--- src/rtl/core/i2r_pkg.sv ---
// Shared constants, types and the microcode table of the integer-to-radix-digits converter.
package i2r_pkg;

  localparam int unsigned VALUE_BITS_DEF = 32;
  localparam int unsigned RADIX_W        = 5;
  localparam int unsigned CHAR_W         = 8;
  localparam int unsigned DIGIT_W        = 4;
  localparam int unsigned DIV_STEP       = 8;   // dividend bits retired per divide cycle
  localparam int unsigned STEP_W         = 4;

  localparam logic [RADIX_W-1:0] RADIX_RESET = 5'd10;
  localparam logic [RADIX_W-1:0] RADIX_MIN   = 5'd2;
  localparam logic [RADIX_W-1:0] RADIX_MAX   = 5'd16;
  localparam logic [CHAR_W-1:0]  CHAR_MINUS  = 8'h2D;

  // Sequencer step addresses.
  localparam logic [STEP_W-1:0] STEP_IDLE     = 4'd0;
  localparam logic [STEP_W-1:0] STEP_RADIX    = 4'd1;
  localparam logic [STEP_W-1:0] STEP_SIGNCHK  = 4'd2;
  localparam logic [STEP_W-1:0] STEP_SIGN     = 4'd3;
  localparam logic [STEP_W-1:0] STEP_DIVINIT  = 4'd4;
  localparam logic [STEP_W-1:0] STEP_DIV      = 4'd5;
  localparam logic [STEP_W-1:0] STEP_PUSH     = 4'd6;
  localparam logic [STEP_W-1:0] STEP_RDSET    = 4'd7;
  localparam logic [STEP_W-1:0] STEP_RDWAIT   = 4'd8;
  localparam logic [STEP_W-1:0] STEP_EMIT     = 4'd9;
  localparam logic [STEP_W-1:0] STEP_NEXT     = 4'd10;
  localparam logic [STEP_W-1:0] STEP_NEXTWAIT = 4'd11;

  typedef enum logic [3:0] {
    COND_NEVER,
    COND_ALWAYS,
    COND_NO_INPUT,
    COND_RADIX_BAD,
    COND_NOT_NEG,
    COND_OUT_FULL,
    COND_DIV_MORE,
    COND_MORE_DIGITS,
    COND_RP_ZERO
  } cond_e;

  // Datapath actions for one cycle.
  typedef struct packed {
    logic ld;
    logic emit_sign;
    logic div_start;
    logic div_step;
    logic push;
    logic rd_start;
    logic emit_digit;
    logic dec_rp;
  } ctrl_t;

  // Datapath status seen by the jump conditions.
  typedef struct packed {
    logic in_valid;
    logic radix_bad;
    logic neg;
    logic out_full;
    logic div_more;
    logic more_digits;
    logic rp_zero;
  } stat_t;

  // One control word: jump condition and target, whether the actions are
  // suppressed when the jump is taken, and the actions themselves.
  typedef struct packed {
    cond_e             cond;
    logic [STEP_W-1:0] target;
    logic              gate;
    ctrl_t             act;
  } ucode_t;

  function automatic ucode_t ucode_word(input logic [STEP_W-1:0] step);
    ucode_t w;
    w = '0;
    unique case (step)
      STEP_IDLE: begin
        w.cond = COND_NO_INPUT; w.target = STEP_IDLE; w.gate = 1'b1; w.act.ld = 1'b1;
      end
      STEP_RADIX: begin
        w.cond = COND_RADIX_BAD; w.target = STEP_IDLE;
      end
      STEP_SIGNCHK: begin
        w.cond = COND_NOT_NEG; w.target = STEP_DIVINIT;
      end
      STEP_SIGN: begin
        w.cond = COND_OUT_FULL; w.target = STEP_SIGN; w.gate = 1'b1;
        w.act.emit_sign = 1'b1;
      end
      STEP_DIVINIT: begin
        w.cond = COND_NEVER; w.target = STEP_IDLE; w.act.div_start = 1'b1;
      end
      STEP_DIV: begin
        w.cond = COND_DIV_MORE; w.target = STEP_DIV; w.act.div_step = 1'b1;
      end
      STEP_PUSH: begin
        w.cond = COND_MORE_DIGITS; w.target = STEP_DIV;
        w.act.push = 1'b1; w.act.div_start = 1'b1;
      end
      STEP_RDSET: begin
        w.cond = COND_NEVER; w.target = STEP_IDLE; w.act.rd_start = 1'b1;
      end
      STEP_RDWAIT: begin
        w.cond = COND_NEVER; w.target = STEP_IDLE;
      end
      STEP_EMIT: begin
        w.cond = COND_OUT_FULL; w.target = STEP_EMIT; w.gate = 1'b1;
        w.act.emit_digit = 1'b1;
      end
      STEP_NEXT: begin
        w.cond = COND_RP_ZERO; w.target = STEP_IDLE; w.gate = 1'b1; w.act.dec_rp = 1'b1;
      end
      STEP_NEXTWAIT: begin
        w.cond = COND_ALWAYS; w.target = STEP_EMIT;
      end
      default: begin
        w.cond = COND_ALWAYS; w.target = STEP_IDLE;
      end
    endcase
    return w;
  endfunction

  function automatic logic [CHAR_W-1:0] digit_char(input logic [DIGIT_W-1:0] d);
    logic [CHAR_W-1:0] c;
    if (d < 4'd10) begin
      c = 8'h30 + {4'd0, d};
    end else begin
      c = 8'h37 + {4'd0, d};
    end
    return c;
  endfunction

endpackage

--- src/rtl/core/integer_to_radix_digits.sv ---
// Top level of the signed integer to radix text converter.
//
//  channel   direction  handshake                   payload
//  s_axis    in         s_axis_tvalid/tready        tdata[VALUE_BITS-1:0] = value
//  m_axis    out        m_axis_tvalid/tready        tdata[7:0] = character, tlast = last
//  cfg       in         cfg_we_i                    cfg_wdata_i[4:0] = radix
//
// One item at a time, taken only while idle. After an optional minus sign, each digit
// comes from divide steps that each retire eight dividend bits, followed by a push; the
// digits are then read back through the digit memory's registered read and emitted via
// the emit, next and next-wait steps, the final character skipping the next-wait step.
// An out-of-range radix drops the item at the radix check step, before any output.
// Reset clears the step counter and output valid, radix ten; stalls hold the emit steps.
module integer_to_radix_digits #(
  parameter int unsigned VALUE_BITS = i2r_pkg::VALUE_BITS_DEF
) (
  input  logic                                     clk_i,
  input  logic                                     rst_ni,
  input  logic                                     s_axis_tvalid,
  output logic                                     s_axis_tready,
  // value
  input  logic [((VALUE_BITS + 7) / 8) * 8 - 1:0]  s_axis_tdata,
  output logic                                     m_axis_tvalid,
  input  logic                                     m_axis_tready,
  // character
  output logic [i2r_pkg::CHAR_W-1:0]               m_axis_tdata,
  output logic                                     m_axis_tlast,
  input  logic                                     cfg_we_i,
  input  logic [i2r_pkg::RADIX_W-1:0]              cfg_wdata_i
);

  i2r_pkg::ctrl_t ctrl;
  i2r_pkg::stat_t stat;
  logic           idle;

  i2r_sequencer u_seq (
    .clk_i  (clk_i),
    .rst_ni (rst_ni),
    .stat_i (stat),
    .ctrl_o (ctrl),
    .idle_o (idle)
  );

  i2r_datapath #(
    .VALUE_BITS (VALUE_BITS)
  ) u_dp (
    .clk_i       (clk_i),
    .rst_ni      (rst_ni),
    .ctrl_i      (ctrl),
    .stat_o      (stat),
    .in_valid_i  (s_axis_tvalid),
    .value_i     (s_axis_tdata[VALUE_BITS-1:0]),
    .cfg_we_i    (cfg_we_i),
    .cfg_wdata_i (cfg_wdata_i),
    .out_valid_o (m_axis_tvalid),
    .out_ready_i (m_axis_tready),
    .out_char_o  (m_axis_tdata),
    .out_last_o  (m_axis_tlast)
  );

  assign s_axis_tready = idle;

`ifndef NO_ASSERTIONS
  a_accept_leaves_idle : assert property (@(posedge clk_i) disable iff (!rst_ni)
    (s_axis_tvalid && s_axis_tready) |=> !s_axis_tready)
    else $error("sequencer stayed idle after taking an item");

  a_emit_needs_room : assert property (@(posedge clk_i) disable iff (!rst_ni)
    (ctrl.emit_sign || ctrl.emit_digit) |-> !stat.out_full)
    else $error("character written over a stalled output");

  a_one_action : assert property (@(posedge clk_i) disable iff (!rst_ni)
    $onehot0({ctrl.ld, ctrl.emit_sign, ctrl.emit_digit, ctrl.div_step, ctrl.push}))
    else $error("conflicting datapath actions");

  a_sign_not_last : assert property (@(posedge clk_i) disable iff (!rst_ni)
    (m_axis_tvalid && (m_axis_tdata == i2r_pkg::CHAR_MINUS)) |-> !m_axis_tlast)
    else $error("minus sign marked as final character");
`endif

endmodule

--- src/rtl/core/i2r_sequencer.sv ---
// Microcode sequencer: step counter, control store lookup and conditional jumps.
module i2r_sequencer (
  input  logic                clk_i,
  input  logic                rst_ni,
  input  i2r_pkg::stat_t      stat_i,
  output i2r_pkg::ctrl_t      ctrl_o,
  output logic                idle_o
);

  logic [i2r_pkg::STEP_W-1:0] pc_q, pc_d;
  i2r_pkg::ucode_t            uw;
  logic                       take;

  assign uw = i2r_pkg::ucode_word(pc_q);

  always_comb begin
    unique case (uw.cond)
      i2r_pkg::COND_NEVER:       take = 1'b0;
      i2r_pkg::COND_ALWAYS:      take = 1'b1;
      i2r_pkg::COND_NO_INPUT:    take = !stat_i.in_valid;
      i2r_pkg::COND_RADIX_BAD:   take = stat_i.radix_bad;
      i2r_pkg::COND_NOT_NEG:     take = !stat_i.neg;
      i2r_pkg::COND_OUT_FULL:    take = stat_i.out_full;
      i2r_pkg::COND_DIV_MORE:    take = stat_i.div_more;
      i2r_pkg::COND_MORE_DIGITS: take = stat_i.more_digits;
      i2r_pkg::COND_RP_ZERO:     take = stat_i.rp_zero;
      default:                   take = 1'b1;
    endcase
  end

  assign pc_d   = take ? uw.target : pc_q + 1'b1;
  assign ctrl_o = (uw.gate && take) ? '0 : uw.act;
  assign idle_o = (pc_q == i2r_pkg::STEP_IDLE);

  always_ff @(posedge clk_i or negedge rst_ni) begin
    if (!rst_ni) begin
      pc_q <= i2r_pkg::STEP_IDLE;
    end else begin
      pc_q <= pc_d;
    end
  end

endmodule

--- src/rtl/core/i2r_datapath.sv ---
// Datapath: radix register, magnitude divider, digit memory and output register.
module i2r_datapath #(
  parameter int unsigned VALUE_BITS = i2r_pkg::VALUE_BITS_DEF
) (
  input  logic                          clk_i,
  input  logic                          rst_ni,
  input  i2r_pkg::ctrl_t                ctrl_i,
  output i2r_pkg::stat_t                stat_o,
  input  logic                          in_valid_i,
  input  logic [VALUE_BITS-1:0]         value_i,
  input  logic                          cfg_we_i,
  input  logic [i2r_pkg::RADIX_W-1:0]   cfg_wdata_i,
  output logic                          out_valid_o,
  input  logic                          out_ready_i,
  output logic [i2r_pkg::CHAR_W-1:0]    out_char_o,
  output logic                          out_last_o
);

  localparam int unsigned NDIV  = (VALUE_BITS + i2r_pkg::DIV_STEP - 1) / i2r_pkg::DIV_STEP;
  localparam int unsigned DIV_W = NDIV * i2r_pkg::DIV_STEP;
  localparam int unsigned CNT_W = (NDIV > 1) ? $clog2(NDIV) : 1;
  localparam int unsigned AW    = $clog2(VALUE_BITS);
  localparam int unsigned ND_W  = $clog2(VALUE_BITS + 1);
  localparam int unsigned DW    = i2r_pkg::DIGIT_W;

  logic [i2r_pkg::RADIX_W-1:0]   radix_q;
  logic                          neg_q;
  logic [DIV_W-1:0]              dq_q;
  logic [DW-1:0]                 r_q;
  logic [CNT_W-1:0]              cnt_q;
  logic [ND_W-1:0]               nd_q;
  logic [AW-1:0]                 rp_q;
  logic [DW-1:0]                 rd_q;
  logic [DW-1:0]                 mem [VALUE_BITS];
  logic                          out_valid_q;
  logic [i2r_pkg::CHAR_W-1:0]    out_char_q;
  logic                          out_last_q;

  logic [VALUE_BITS-1:0]         mag;
  logic [i2r_pkg::RADIX_W-1:0]   rem;
  logic [i2r_pkg::DIV_STEP-1:0]  qbits;
  logic                          out_full;

  assign mag = value_i[VALUE_BITS-1] ? (~value_i + 1'b1) : value_i;

  // Restoring division of the top byte of the dividend; the remainder stays
  // below the radix, so it fits in four bits between cycles.
  always_comb begin
    rem   = {1'b0, r_q};
    qbits = '0;
    for (int j = 0; j < int'(i2r_pkg::DIV_STEP); j++) begin
      rem = {rem[DW-1:0], dq_q[DIV_W-1-j]};
      if (rem >= radix_q) begin
        rem = rem - radix_q;
        qbits[i2r_pkg::DIV_STEP-1-j] = 1'b1;
      end
    end
  end

  assign out_full = out_valid_q && !out_ready_i;

  assign stat_o.in_valid    = in_valid_i;
  assign stat_o.radix_bad   = (radix_q < i2r_pkg::RADIX_MIN) || (radix_q > i2r_pkg::RADIX_MAX);
  assign stat_o.neg         = neg_q;
  assign stat_o.out_full    = out_full;
  assign stat_o.div_more    = (cnt_q != CNT_W'(NDIV - 1));
  assign stat_o.more_digits = (dq_q != '0) &&
                              (({1'b0, nd_q} + 1'b1) < (ND_W + 1)'(VALUE_BITS));
  assign stat_o.rp_zero     = (rp_q == '0);

  always_ff @(posedge clk_i or negedge rst_ni) begin
    if (!rst_ni) begin
      radix_q     <= i2r_pkg::RADIX_RESET;
      out_valid_q <= 1'b0;
    end else begin
      if (cfg_we_i) begin
        radix_q <= cfg_wdata_i;
      end
      if (ctrl_i.emit_sign || ctrl_i.emit_digit) begin
        out_valid_q <= 1'b1;
      end else if (out_ready_i) begin
        out_valid_q <= 1'b0;
      end
    end
  end

  always_ff @(posedge clk_i) begin
    if (ctrl_i.ld) begin
      neg_q <= value_i[VALUE_BITS-1];
      dq_q  <= DIV_W'(mag);
      nd_q  <= '0;
    end else if (ctrl_i.div_step) begin
      dq_q <= (dq_q << i2r_pkg::DIV_STEP) | DIV_W'(qbits);
    end
    if (ctrl_i.div_start) begin
      r_q   <= '0;
      cnt_q <= '0;
    end else if (ctrl_i.div_step) begin
      r_q   <= rem[DW-1:0];
      cnt_q <= cnt_q + 1'b1;
    end
    if (ctrl_i.push) begin
      nd_q <= nd_q + 1'b1;
    end
    if (ctrl_i.rd_start) begin
      rp_q <= AW'(nd_q - 1'b1);
    end else if (ctrl_i.dec_rp) begin
      rp_q <= rp_q - 1'b1;
    end
    if (ctrl_i.emit_sign) begin
      out_char_q <= i2r_pkg::CHAR_MINUS;
      out_last_q <= 1'b0;
    end else if (ctrl_i.emit_digit) begin
      out_char_q <= i2r_pkg::digit_char(rd_q);
      out_last_q <= (rp_q == '0);
    end
  end

  // Digit store: written least significant digit first, read back in reverse.
  always_ff @(posedge clk_i) begin
    if (ctrl_i.push) begin
      mem[nd_q[AW-1:0]] <= r_q;
    end
    rd_q <= mem[rp_q];
  end

  assign out_valid_o = out_valid_q;
  assign out_char_o  = out_char_q;
  assign out_last_o  = out_last_q;

endmodule
--- config.mk ---
export PLATFORM = sky130hd
export DESIGN_NAME = integer_to_radix_digits
export DESIGN_NICKNAME = d
export VERILOG_FILES = /design/src/rtl/core/i2r_pkg.sv /design/src/rtl/core/integer_to_radix_digits.sv /design/src/rtl/core/i2r_sequencer.sv /design/src/rtl/core/i2r_datapath.sv
export SDC_FILE = /design/constraint.sdc
export NUM_CORES = 1
export LEC_CHECK = 0
export ABC_AREA = 1
export BUFFER_PORTS_ARGS = -buffer_cell sky130_fd_sc_hd__buf_4
export CORE_AREA = 2 2 139 141
export DETAILED_ROUTE_END_ITERATION = 10
export DIE_AREA = 0 0 141 143
export GPL_ROUTABILITY_DRIVEN = 1
export HOLD_SLACK_MARGIN = 0.03
export PLACE_DENSITY = 0.77
export SYNTH_ARGS = -nofsm -noshare
export SYNTH_HDL_FRONTEND = slang
export SYNTH_SLANG_ARGS = --single-unit
--- constraint.sdc ---
create_clock -name clk_i -period 25.6 [get_ports clk_i]
set_input_delay 0 -clock clk_i [delete_from_list [all_inputs] [get_ports clk_i]]
set_output_delay 0 -clock clk_i [all_outputs]
set_load 0.02 [all_outputs]
# Word level (Yosys, flattened, before mapping)
# Memory sizes are Yosys's and may differ from the RTL's. A register that Yosys moved wholly into a read port is not among the register bits.
# Cells that the tools add are included.
[word_totals]
reg_bits = 69
latch_bits = 0
ram_bits = 128
romBits = 0
inputBits = 42
output_inout_bits = 11
n_memories = 1
[mem_list]
columns = ["name", "depth", "word_bits", "read_ports", "rd_clocked_by_memory_dff", "wr", "line", "text"]
rows = [
  ["u_dp.mem", 32, 4, 1, 1, 1, "i2r_datapath.sv:34", "logic [DW-1:0] mem [VALUE_BITS];"],
]
[op_classes]
addsub = 17
multipliers = 0
n_div = 0
magnitude_cmp = 12
n_eq_ne = 19
n_shift = 0
mux = 41
bitwise = 2
n_reduce_logical = 19
[ops]
columns = ["op", "count"]
rows = [
  ["$mux W32", 3],
  ["$pmux W8 S10", 1],
  ["$ge A5 B5 Y1", 8],
  ["$mux W4", 9],
  ["$add A32 B1 Y32 const B", 1],
  ["$eq A4 B3 Y1 const B", 8],
  ["$not A32 Y32", 1],
  ["$or A32 B8 Y32", 1],
  ["$reduce_bool A32 Y1", 1],
  ["$sub A4 B4 Y4", 8],
  ["$mux W1", 21],
  ["$eq A4 B4 Y1 const B", 5],
  ["$eq A4 B2 Y1 const B", 4],
  ["$mux W8", 2],
  ["$add A6 B4 Y7 const A", 2],
  ["$mux W6", 2],
  ["$mux W5", 2],
  ["$sub A5 B1 Y5 const B", 2],
  ["$logic_not A4 Y1", 2],
  ["$pmux W1 S8", 1],
  ["$reduce_bool A2 Y1", 4],
  ["$add A6 B1 Y7 const B", 1],
  ["$lt A7 B6 Y1 const B", 1],
  ["$add A6 B1 Y6 const B", 1],
  ["other kinds (14)", 19],
]

# Longest topological paths before layout
[logic_depth]
word_depth = 19
depth_mapped = 74
depth_no_buf = 74

# Cells and area by module
# From an unflattened synthesis, not the netlist that was laid out.
[hier_totals]
cells_unflattened = 1256
hier_area_um2 = 11552.3
[by_module_without_submodules]
columns = ["module", "instances", "cells_each", "area_each_um2", "seq_area_each_um2"]
rows = [
  ["i2r_datapath", 1, 1150, 10827.9, 5677.9],
  ["i2r_sequencer", 1, 106, 724.4, 100.1],
]

# Worst setup path before layout
# OpenSTA, ideal clock, no wires.
[synth_path]
path_type = "reg2reg"
start = "reg u_dp.radix_q[1] (netlist bit)"
end = "reg u_dp.r_q[1]"
setup_ns = 0.117
arrival_time_ns = 10.045
t_required_ns = 25.483
slack_ns = 15.438
stages_incl_launch_ff = 68
synth_period_minus_slack_ns = 10.162
cell_sequence = "dfstp_2 -> inv_1 -> ha_1 -> nand2_1 -> inv_1 -> nand4_1 -> nand4_1 -> mux2_2 -> ha_1 -> nand2_1 -> inv_1 -> nand3_1 -> o2111ai_1 -> inv_1 -> o21ai_0 -> ha_1 -> a21o_1 -> nand3_1 -> [32 not listed] -> o21ai_0 -> nand2_1 -> nand2_1 -> a21oi_1 -> inv_1 -> nand2_1 -> a21boi_0 -> ha_1 -> a21oi_1 -> nand2_1 -> nand2_1 -> nand2_1 -> a21oi_1 -> inv_1 -> nand2_1 -> nand3_1 -> o211ai_1 -> inv_1"
[synth_between]
elab_chain_cells = 16
elab_cells_between_ends = 30
classes_between = "add/sub (8); order compare (10); mux (10); reduce/logical (2)"
[synth_rtl]
columns = ["element", "line", "text"]
rows = [
  ["start: declaration", "i2r_datapath.sv:26", "logic [i2r_pkg::RADIX_W-1:0] radix_q;"],
  ["start signal: assignment", "i2r_datapath.sv:73", "radix_q <= i2r_pkg::RADIX_RESET;"],
  ["start signal: assignment", "i2r_datapath.sv:77", "radix_q <= cfg_wdata_i;"],
  ["$sub A4 B4 Y4 or $ge A5 B5 Y1 (tied branches)", "i2r_datapath.sv:54, i2r_datapath.sv:53", ""],
  ["$mux W4", "i2r_datapath.sv:53", "if (rem >= radix_q) begin"],
  ["$sub A4 B4 Y4 or $ge A5 B5 Y1 (tied branches)", "i2r_datapath.sv:54, i2r_datapath.sv:53", ""],
  ["$mux W4", "i2r_datapath.sv:53", ""],
  ["$sub A4 B4 Y4 or $ge A5 B5 Y1 (tied branches)", "i2r_datapath.sv:54, i2r_datapath.sv:53", ""],
  ["$mux W4", "i2r_datapath.sv:53", ""],
  ["$ge A5 B5 Y1 or $sub A4 B4 Y4 (tied branches)", "i2r_datapath.sv:53, i2r_datapath.sv:54", ""],
  ["$mux W4", "i2r_datapath.sv:53", ""],
  ["$sub A4 B4 Y4 or $ge A5 B5 Y1 (tied branches)", "i2r_datapath.sv:54, i2r_datapath.sv:53", ""],
  ["$mux W4", "i2r_datapath.sv:53", ""],
  ["$sub A4 B4 Y4 or $ge A5 B5 Y1 (tied branches)", "i2r_datapath.sv:54, i2r_datapath.sv:53", ""],
  ["$mux W4", "i2r_datapath.sv:53", ""],
  ["$ge A5 B5 Y1 or $sub A4 B4 Y4 (tied branches)", "i2r_datapath.sv:53, i2r_datapath.sv:54", ""],
  ["$mux W4", "i2r_datapath.sv:53", ""],
  ["$sub A4 B4 Y4 or $ge A5 B5 Y1 (tied branches)", "i2r_datapath.sv:54, i2r_datapath.sv:53", ""],
  ["$mux W4", "i2r_datapath.sv:53", ""],
  ["end signal: assignment", "i2r_datapath.sv:99", "r_q <= rem[DW-1:0];"],
  ["end: declaration", "i2r_datapath.sv:29", "logic [DW-1:0] r_q;"],
]
# Several ways; a longest one is shown, not always the timed one.
# A chain may end at the register's enable or synchronous reset.

# Worst setup path after layout
[layout_path]
start = "reg u_dp.r_q[1]"
end = "reg u_dp.r_q[1]"
[layout_between]
elab_chain_cells = 16
elab_cells_between_ends = 24
classes_between = "add/sub (8); order compare (8); mux (8)"
[layout_rtl]
columns = ["element", "line"]
rows = [
  ["$sub A4 B4 Y4 or $ge A5 B5 Y1 (tied branches)", "i2r_datapath.sv:54, i2r_datapath.sv:53"],
  ["$mux W4 (*)", "i2r_datapath.sv:53"],
  ["$sub A4 B4 Y4 or $ge A5 B5 Y1 (tied branches)", "i2r_datapath.sv:54, i2r_datapath.sv:53"],
  ["$mux W4 (*)", "i2r_datapath.sv:53"],
  ["$ge A5 B5 Y1 or $sub A4 B4 Y4 (tied branches)", "i2r_datapath.sv:53, i2r_datapath.sv:54"],
  ["$mux W4 (*)", "i2r_datapath.sv:53"],
  ["$sub A4 B4 Y4 or $ge A5 B5 Y1 (tied branches)", "i2r_datapath.sv:54, i2r_datapath.sv:53"],
  ["$mux W4 (*)", "i2r_datapath.sv:53"],
  ["$sub A4 B4 Y4 or $ge A5 B5 Y1 (tied branches)", "i2r_datapath.sv:54, i2r_datapath.sv:53"],
  ["$mux W4 (*)", "i2r_datapath.sv:53"],
  ["$sub A4 B4 Y4 or $ge A5 B5 Y1 (tied branches)", "i2r_datapath.sv:54, i2r_datapath.sv:53"],
  ["$mux W4 (*)", "i2r_datapath.sv:53"],
  ["$ge A5 B5 Y1 or $sub A4 B4 Y4 (tied branches)", "i2r_datapath.sv:53, i2r_datapath.sv:54"],
  ["$mux W4 (*)", "i2r_datapath.sv:53"],
  ["$sub A4 B4 Y4 or $ge A5 B5 Y1 (tied branches)", "i2r_datapath.sv:54, i2r_datapath.sv:53"],
  ["$mux W4 (*)", "i2r_datapath.sv:53"],
]
# Mark *: on every way between the ends. The rest lies on a longest branch, timed or not.

==> metrics.md <==
| Metric | Value |
|---|---|
| Final period util | `48.46%` |
| Setup Skew | `0.008982 ns` |
| Total GRT Usage | `26.85%` |
| Reg2reg setup slack | `13.19 ns` |
| Number of distinct library cells after synthesis | `51` |
| Crit start category | `flop` |
| Nets | `1353` |
| Slew Limit Fails | `0` |
| TritonCTS Buffers | `17` |
| Vias/cell | `5.842` |
| Skew-Pair Late Insertion Delay | `0.43 ns` |
| Layout cell share with drive strength beyond 1 | `9.415%` |
| Number of global-route vias before repair | `8329` |
| CTS root buf | `clkbuf_16` |
| Via count | `8751` |
| Worst-margin pin slew | `1.160 ns` |
| Placed instance area | `0.01160 mm^2` |
| Hold Path Cell Cnt | `3` |
| Maxcap violations | `0` |
| Cell count after placement | `1428` |
| Mapped cell area | `0.01104 mm^2` |
| Critical path class | `flop to flop` |
| Mapped Cells | `1173` |
| Critical Path AT | `12.72 ns` |
| GRT overflow | `0` |
| DIE AREA | `0.02016 mm^2` |
| RePlAce Congestion | `0.9393` |
| Max-slew headroom | `22.57%` |
| # IOs | `53` |
| Syn nets | `1275` |
| Crit path max fanout | `35` |
| Final Hold Violating Endpoints | `0` |
| Worst setup EP type | `flop` |
| Post-synthesis async set-or-reset flop share | `5.000%` |
| Post-route ant nets | `0` |
| Ant diodes | `0` |
| Yosys reg bits | `200` |
| Max Fclk | `80.60 MHz` |
| WL final | `26.26 mm` |
| End of the worst register-to-register path | `u_dp.r_q[1]` |
| Remaining DRCs | `0` |
| Syn_area_per_cell | `9.415 um^2` |
| Final setup viols | `0` |
| Number of flops mapped to enable cells by yosys | `172` |
| Drt first pass iters | `6` |
| Min-delay src | `s_axis_tdata[15]` |
| Min-delay worst type | `input port to flop` |
| Sequential element share of the synthesized area | `52.32%` |
| Top FF cell, synth | `edfxtp_1` |
| PortBufs | `51` |
| Cell Rows | `50` |
| Critical path's most frequent cell | `nand2_1` |
| Final cell count without fillers | `1498` |
| Worst EP required | `25.92 ns` |
| R2R cell count | `61` |
| Die H | `143 um` |
| Post-route minimum period | `12.41 ns` |
| Setup TNS | `0 ns` |
| Clock slew at reported path FFs | `0.07 ns` |
| Crit Reg-Reg Startpoint | `u_dp.r_q[1]` |
| Clock Sink Count | `200` |
| H-tree Lvls | `4` |
| Status | `finished clean` |
| Worst hold margin | `0.05167 ns` |
| Core ar. | `0.01858 mm^2` |
| First-pass GRT wire length | `42.01 mm` |
| RSZ-0062 raised after global routing | `false` |
| Area Growth Syn to Fin | `13.69%` |
| Placed wire-length estimate | `17.69 mm` |
| Initial DRC Count | `906` |
| Pin count of the biggest net entering global routing | `67` |
| Synth warn | `0` |
| Post-route cell area | `0.01256 mm^2` |
| Initial Util | `59.44%` |
| Post-CTS Resized | `0` |
| Initial antenna violation count | `0` |
| Critical-path top delay cell | `dfxtp_1` |
| Maximum buffer depth of the clock tree | `2` |
| Worst Hold Path EP | `u_dp.dq_q[15]` |
| Die X | `141 um` |
| Worst path max stage delay | `1.09 ns` |
| TritonCTS clock tree | `yes` |
| DR WL/cell | `17.53 um` |
-- logic make-up after synthesis --
kind of cell    share of synthesized area, %
simple gates                           18.70
xor+xnor                               3.727
buf+inv                                5.325
other cells                          0.03395
mux                                   0.1020
flops                                  52.32
compound gates                         12.45
fa+ha+maj                              7.341
-- how the worst max path moves through the flow --
stage / startpoint / to / slack [ns] / cells past startpoint
floorplan: u_dp.radix_q[1] / u_dp.r_q[1] / 15.44 / 67
global placement: u_dp.r_q[1] / u_dp.r_q[1] / 14.26 / 64
detailed placement: u_dp.r_q[1] / u_dp.r_q[1] / 13.68 / 61
CTS: u_dp.r_q[1] / u_dp.r_q[1] / 13.60 / 61
global route: u_dp.r_q[1] / u_dp.r_q[1] / 11.80 / 65
finish: u_dp.r_q[1] / u_dp.r_q[1] / 13.19 / 61
-- metal layers --
layer,vias to the layer above,global-route usage [%],routed length [um]
met4,0,9.526,621
met5,-,0,0
met1,4150,34.22,10840
li1,4229,-,-
met2,330,47.29,13260
met3,42,3.722,1537
-- state kept, by name, summed over array words and instances, names as in the netlist, 5 cells and up --
name             flops
u_dp.out_char_o      7
u_dp.nd_q            6
u_dp.mem           128
u_dp.dq_q           32
u_dp.rp_q            5
u_dp.radix_q         5
-- critical path, delay by kind of cell (launching register included) --
| family | cells | cell delay, ns |
|---|---|---|
| AO/OA/AOI/OAI | 21 | 4.85 |
| multiplexers | 1 | 0.39 |
| buffers and inverters | 8 | 0.87 |
| AND/OR/NAND/NOR | 23 | 2.36 |
| adder cells (fa/ha/maj) | 8 | 2.70 |
| flip-flops | 1 | 1.09 |
-- per-stage QoR --
stage / setup WS [ns] / util (%)
2_1_floorplan: 15.44 / -
3_3_place_gp: 14.26 / 62.42
3_5_place_dp: 13.68 / 62.42
4_1_cts: 13.60 / 67.58
5_1_grt: 11.80 / 67.58
6_report: 13.19 / 67.58
-- cells in the mapped netlist (5+ instances only) --
library cell	count	area [um^2]
nand2_1	189	709.4
edfxtp_1	172	5165
nor2_1	171	641.9
o21ai_0	132	660.6
inv_1	99	371.6
nand3_1	70	350.3
ha_1	52	650.6
xor2_1	32	280.3
a21oi_1	29	145.1
clkbuf_1	26	97.59
o221ai_1	25	219.0
dfxtp_1	18	360.4
xnor2_1	15	131.4
nand4_1	14	87.58
o211ai_1	10	75.07
o21ai_1	9	45.04
dfrtp_1	8	200.2
fa_1	8	160.2
o22ai_1	8	50.05
nor3_1	7	35.03
or2_2	7	43.79
a31oi_1	6	37.54
nand3b_1	6	45.04
nor2_2	5	31.28
-- repair_timing --
action / 4_1_cts / 5_1_grt
hold buffers: 38 / 0
endpoints found under the hold margin: 37 / 0
setup buffers: 0 / 0
-- cell type report --
| type | instances | area [um^2] |
|---|---|---|
| clock buffers | 20 | 436.7 |
| clock inverters | 12 | 141.4 |
| fillers | 1428 | 6025 |
| inverters | 104 | 390.4 |
| multi-input cells | 829 | 4678 |
| flip-flops and latches | 200 | 5778 |
| well taps | 234 | 292.8 |
| repair buffers | 99 | 838.3 |
-- layout by cell type (no fill, tap or decap), drive strengths merged, types with 10 or more instances in the layout --
master,n
dlygate4sd3,38
xor2,32
nor2,177
a21oi,29
o21ai,145
ha,52
o221ai,25
inv,107
buf,61
edfxtp,172
xnor2,15
nand2,194
clkbuf,20
o211ai,10
nand4,14
dfxtp,18
nand3,72
Power is left out: the tool's default activity adds up to more than one toggle a clock period on the data nets, which glitch-free logic cannot reach.
